$ cat src/design/ssp_pkg.sv
`default_nettype none
package ssp_pkg;

	localparam int ANGLE_FRAC_BITS = 16;
	localparam int CORDIC_STEPS = 18;
	localparam int OUT_SHIFT = 32 - ANGLE_FRAC_BITS;
	localparam int OUT_RND = 1 << (OUT_SHIFT - 1);

	localparam int CW = 34;
	localparam int ISQ_STEPS = 31;
	localparam int ISQ_LAT = ISQ_STEPS + 1;
	localparam int SIN_LAT = CORDIC_STEPS + 1;
	localparam int PIPE_DEPTH = 45 + 3 * SIN_LAT;
	localparam int LON_DLY = 35 + 2 * SIN_LAT;

	typedef logic signed [CW-1:0] cdata_t;

	localparam logic [127:0] RATE_L_W = (128'd9856474 << 38) / 128'd3515625;
	localparam logic [127:0] RATE_M_W = (128'd9856003 << 38) / 128'd3515625;
	localparam logic [127:0] BASE_L_W = ((128'd14023 << 40) / 128'd18000) << 24;
	localparam logic [127:0] BASE_M_W = ((128'd44691 << 40) / 128'd45000) << 24;
	localparam logic [127:0] COEF_C1_W = (128'd1915 << 32) / 128'd360000;
	localparam logic [127:0] COEF_C2_W = (128'd20 << 32) / 128'd360000;
	localparam logic [127:0] EPS0_W = (128'd23439 << 32) / 128'd360000;
	localparam logic [127:0] RECIP_W = (128'd1 << 48) / 128'd3515625;

	localparam logic [63:0] RATE_L = RATE_L_W[63:0];
	localparam logic [63:0] RATE_M = RATE_M_W[63:0];
	localparam logic [63:0] BASE_L = BASE_L_W[63:0];
	localparam logic [63:0] BASE_M = BASE_M_W[63:0];
	localparam logic [25:0] COEF_C1 = COEF_C1_W[25:0];
	localparam logic [25:0] COEF_C2 = COEF_C2_W[25:0];
	localparam logic [31:0] EPS0 = EPS0_W[31:0];
	localparam logic [26:0] RECIP = RECIP_W[26:0];
	localparam logic [21:0] EPS_DIV = 22'd3515625;

	localparam cdata_t GAIN_C = CW'(64'sd652032874);
	localparam cdata_t QTURN = CW'(64'sd1073741824);
	localparam cdata_t HTURN = CW'(64'sd2147483648);

	localparam logic signed [63:0] ONE_Q30 = 64'sd1073741824;
	localparam logic signed [45:0] ST_WRAP = 46'sd1440 << 32;
	localparam logic signed [45:0] LON_180 = 46'sd180 << 32;
	localparam logic signed [45:0] LON_360 = 46'sd360 << 32;

	localparam logic [31:0] ATAN_TURN [32] = '{
		32'h20000000, 32'h12E4051E, 32'h09FB385B, 32'h051111D4, 32'h028B0D43, 32'h0145D7E1,
		32'h00A2F61E, 32'h00517C55, 32'h0028BE53, 32'h00145F2F, 32'h000A2F98, 32'h000517CC,
		32'h00028BE6, 32'h000145F3, 32'h0000A2FA, 32'h0000517D, 32'h000028BE, 32'h0000145F,
		32'h00000A30, 32'h00000518, 32'h0000028C, 32'h00000146, 32'h000000A3, 32'h00000051,
		32'h00000029, 32'h00000014, 32'h0000000A, 32'h00000005, 32'h00000003, 32'h00000001,
		32'h00000001, 32'h00000000
	};

	function automatic cdata_t atan_c(input int i);
		return cdata_t'({{(CW-32){1'b0}}, ATAN_TURN[i]});
	endfunction

endpackage
`default_nettype wire

$ cat src/design/ssp_front.sv
`default_nettype none
module ssp_front import ssp_pkg::*; (
	input  wire logic               clk,
	input  wire logic               adv,
	input  wire logic signed [32:0] day_offset,
	input  wire logic [4:0]         utc_hour,
	input  wire logic [5:0]         utc_minute,
	output logic [31:0]             l32,
	output logic [31:0]             m32,
	output logic [31:0]             eps,
	output logic [10:0]             mins
);

	logic [63:0] d64;
	logic [32:0] absd;
	logic [63:0] lsum, msum;
	logic [41:0] r4;
	logic [19:0] q4;

	logic [63:0] ll_s1, ml_s1;
	logic [31:0] lh_s1, mh_s1;
	logic [59:0] ep_s1;
	logic [32:0] absd_s1, absd_s2, absd_s3;
	logic        neg_s1, neg_s2, neg_s3;
	logic [10:0] mins_s1, mins_s2, mins_s3, mins_s4;
	logic [31:0] l32_s2, l32_s3, l32_s4, m32_s2, m32_s3, m32_s4, eps_s4;
	logic [19:0] q0_s2, q0_s3;
	logic [41:0] qc_s3;

	always_comb begin
		d64 = {{31{day_offset[32]}}, day_offset};
		absd = day_offset[32] ? 33'(-day_offset) : day_offset;
		lsum = BASE_L + ll_s1 + {lh_s1, 32'b0};
		msum = BASE_M + ml_s1 + {mh_s1, 32'b0};
		r4 = {1'b0, absd_s3, 8'b0} - qc_s3;
		q4 = q0_s3 + 20'(r4 >= 42'(EPS_DIV));
	end

	always_ff @(posedge clk) begin
		if (adv) begin
			// phase partial products and reciprocal estimate
			ll_s1 <= d64 * {32'b0, RATE_L[31:0]};
			lh_s1 <= day_offset[31:0] * RATE_L[63:32];
			ml_s1 <= d64 * {32'b0, RATE_M[31:0]};
			mh_s1 <= day_offset[31:0] * RATE_M[63:32];
			ep_s1 <= 60'(absd) * 60'(RECIP);
			absd_s1 <= absd;
			neg_s1 <= day_offset[32];
			mins_s1 <= 11'(utc_hour) * 11'd60 + 11'(utc_minute);

			l32_s2 <= lsum[63:32];
			m32_s2 <= msum[63:32];
			q0_s2 <= ep_s1[59:40];
			absd_s2 <= absd_s1;
			neg_s2 <= neg_s1;
			mins_s2 <= mins_s1;

			qc_s3 <= 42'(q0_s2) * 42'(EPS_DIV);
			q0_s3 <= q0_s2;
			absd_s3 <= absd_s2;
			neg_s3 <= neg_s2;
			l32_s3 <= l32_s2;
			m32_s3 <= m32_s2;
			mins_s3 <= mins_s2;

			// quotient correction, obliquity
			eps_s4 <= neg_s3 ? EPS0 + 32'(q4) : EPS0 - 32'(q4);
			l32_s4 <= l32_s3;
			m32_s4 <= m32_s3;
			mins_s4 <= mins_s3;
		end
	end

	assign l32 = l32_s4;
	assign m32 = m32_s4;
	assign eps = eps_s4;
	assign mins = mins_s4;

endmodule
`default_nettype wire

$ cat config.mk
export PLATFORM = sky130hd
export DESIGN_NAME = ssp_front
export DESIGN_NICKNAME = d
export VERILOG_FILES = /design/src/design/ssp_pkg.sv /design/src/design/ssp_front.sv
export SDC_FILE = /design/constraint.sdc
export NUM_CORES = 2
export LEC_CHECK = 0
export BUFFER_PORTS_ARGS = -buffer_cell sky130_fd_sc_hd__buf_4
export CORE_ASPECT_RATIO = 0.75
export CORE_MARGIN = 1.5
export CORE_UTILIZATION = 48
export DETAILED_ROUTE_END_ITERATION = 12
export PLACE_DENSITY = 0.68
export SYNTH_ARGS = -nofsm -noshare
export SYNTH_HDL_FRONTEND = slang
export SYNTH_SLANG_ARGS = --single-unit
$ cat constraint.sdc
create_clock -name clk -period 28.3 [get_ports clk]
set_clock_uncertainty 0.15 [all_clocks]
set_input_delay 0 -clock clk [delete_from_list [all_inputs] [get_ports clk]]
set_output_delay 0 -clock clk [all_outputs]
set_load 0.01 [all_outputs]
==> flow_summary.ini <==
[status]
outcome = finished, violations left
violations = max-capacitance violations

[clock_network]
cts_max_path_buffers = 3
clkTransAtPathRegs_ns = 0.06
clk_latency_ns = 0.70
clock_sinks = 565
post_cts_buffers = 0
cts_inserted_buffers = 66
cts_tree = done
cts-root-buf = clkbuf_16
cts_resized = 0
htree_levels = 3

[detailed_routing]
routed_wl_mm = 260
wl_per_cell_microns = 24.0
remaining_drc_errors = 0
drt_first_pass_iters = 6
avgViaCountPerCell = 5.24
route.vias.total = 56741
ant_nets = 0
drt_iter0_drc = 4752

[sta]
slew_headroom = 0.00554
tightest_slew_ns = 1.48
period_needed_ns = 10.94
post-route-period-util = 0.386
drv_slew = 0
setup_tns_ns = 0
fmax_ghz = 0.0914
rsz0062_at_grt = false
hold_viol = 0
setup_viol = 0

[layout]
syn2layout_area_growth_pct = 7.70
finalNetCount = 11399
nFillCells = 16152
layout-drive-gt1-share = 0.0401
layout_common_cells = 2744 x inv_1, 1592 x fa_1, 1384 x ha_1
layout.cells.most_common = inv_1

[worst_setup_path]
path_delay_family = adder cells
r2r_slack_ns = 20.51
max_stage_delay_ns = 0.69
r2r-end = eps[19]
path_buf_inv = 8
reg2reg_depth = 28
worst_setup_path_start_kind = primary input
worstPathArrival_ns = 11.22
cp_slowest_cell = a21oi_1
worstPathRequired_ns = 28.59
critPathCaptureType = flop
r2r-start = absd_s3[0]
crit_path_max_fanout = 17
criticalPathCategory = in2reg

[grt]
grt_pass1_wl_mm = 389
grt_usage = 0.287
grt_overflow = 0
antenna_found_initial = 10
grt_pass1_vias = 59512
grt_max_degree = 177

[yosys]
async_reset_ff_frac = 0
synth_warnings = 0
synth_enable_flop_cells = 565
ys_seq_area_frac = 0.193
synth_seq_cells = 565
ys.flop_type = edfxtp_1
syn_area_sq_um = 88100
ys_types = 85
synth.avg_cell_area_sq_um = 10.9
postSynthCellCount = 8116

[floorplan]
die_h_microns = 374
rows = 135
die_w_microns = 498
core_area_sq_um = 181000
dieArea_sq_um = 186000
start_util = 0.486
num_io_pins = 153

[worst_hold_path]
hold_depth = 3
hold_end = mins_s1[2]
min_from = utc_hour[0]
hold_path_class = in2reg

[place]
place.gp.congestion = 1.02
port_buffers = 142
dp_hpwl_mm = 224

[job]
maxCapViolations = 1
## worst max-delay path by stage
stage              startpoint   endpoint  slack (ns)  depth (start not counted)
2_1_floorplan  day_offset[32]  ep_s1[59]       17.25                         32
3_3_place_gp   day_offset[10]  ep_s1[59]       17.60                         32
3_5_place_dp   day_offset[10]  ep_s1[59]       17.53                         34
4_1_cts        day_offset[10]  ep_s1[59]       17.70                         35
5_1_grt        day_offset[10]  ep_s1[59]       17.00                         33
6_report       day_offset[10]  ep_s1[59]       17.36                         33
## cell families after synthesis
kind of cell | synth area share
xor gates and xnor gates | 0.0367
adders and majority gates | 0.558
AOI/OAI and AO/OA | 0.0543
buffers and inverters | 0.119
muxes | 0.00136
and+or+nand+nor | 0.0377
other | 0.0000853
DFF | 0.193
## routing by layer
metal  vias up  share of wire  track usage
met3       204           0.11       0.0965
met5         -              0            0
met2      1992           0.39        0.381
met4         0          0.015       0.0454
li1      25436              -            -
met1     29109           0.49        0.453
## layout make-up
cell class	count	area, sq um	area share
Clock buffer	75	1690	0.0178
Multi-Input combinational cell	4781	60700	0.640
Timing Repair Buffer	218	1750	0.0184
Clock inverter	44	437	0.00460
Inverter	2745	10300	0.109
Tap cell	2397	3000	0.0316
Sequential cell	565	17000	0.179
Antenna cell	2	5.00	0.0000528
## tightest hold or removal path, delay by kind of cell
| family | cells | cell delay, ns |
|---|---|---|
| fa+ha+maj | 1 | 0.15 |
| buf+inv | 2 | 0.66 |
## per-stage QoR
| stage | util | std cells | cell area, sq um | setup slack [ns] | hold WS [ns] |
|---|---|---|---|---|---|
| floorplan | - | 8124 | 88100 | 17.25 | -0.0511 |
| global placement | 0.510 | 10676 | 92400 | 17.60 | 0.0285 |
| detailed placement | 0.510 | 10676 | 92400 | 17.53 | 0.0351 |
| CTS | 0.523 | 10825 | 94900 | 17.70 | 0.0129 |
| global route | 0.523 | 10825 | 94900 | 17.00 | 0.0801 |
| finish | 0.523 | 10827 | 94900 | 17.36 | 0.0909 |
## repair_timing
| item | CTS | global route |
|---|---|---|
| hold buffers | 30 | 0 |
| setup endpoints to repair | 0 | 0 |
| hold endpoints to repair | 90 | 0 |
## cells in the mapped netlist (all sizes together), types with 26 or more instances
| library cell | n | area (sq um) |
|---|---|---|
| and3 | 31 | 194 |
| o21ai | 123 | 619 |
| o21a | 43 | 323 |
| fa | 1592 | 31900 |
| ha | 1384 | 17300 |
| nand2 | 173 | 649 |
| a21o | 134 | 1010 |
| nor2 | 178 | 668 |
| nand2b | 33 | 206 |
| nor3 | 42 | 226 |
| o21bai | 26 | 195 |
| nand4 | 26 | 163 |
| nand3 | 69 | 345 |
| inv | 2745 | 10300 |
| edfxtp | 565 | 17000 |
| nor2b | 36 | 225 |
| xor2 | 111 | 972 |
| a21oi | 231 | 1160 |
| xnor2 | 257 | 2260 |
| a31oi | 31 | 200 |
## registers in the layout, indices dropped and copies added, names as in the netlist, 33 cells and up
name     count
qc_s3       39
absd_s2     33
ml_s1       41
ll_s1       35
absd_s3     33
Power is not shown: default switching activity piles up to over one toggle a cycle in this logic, so the estimate is an artifact.
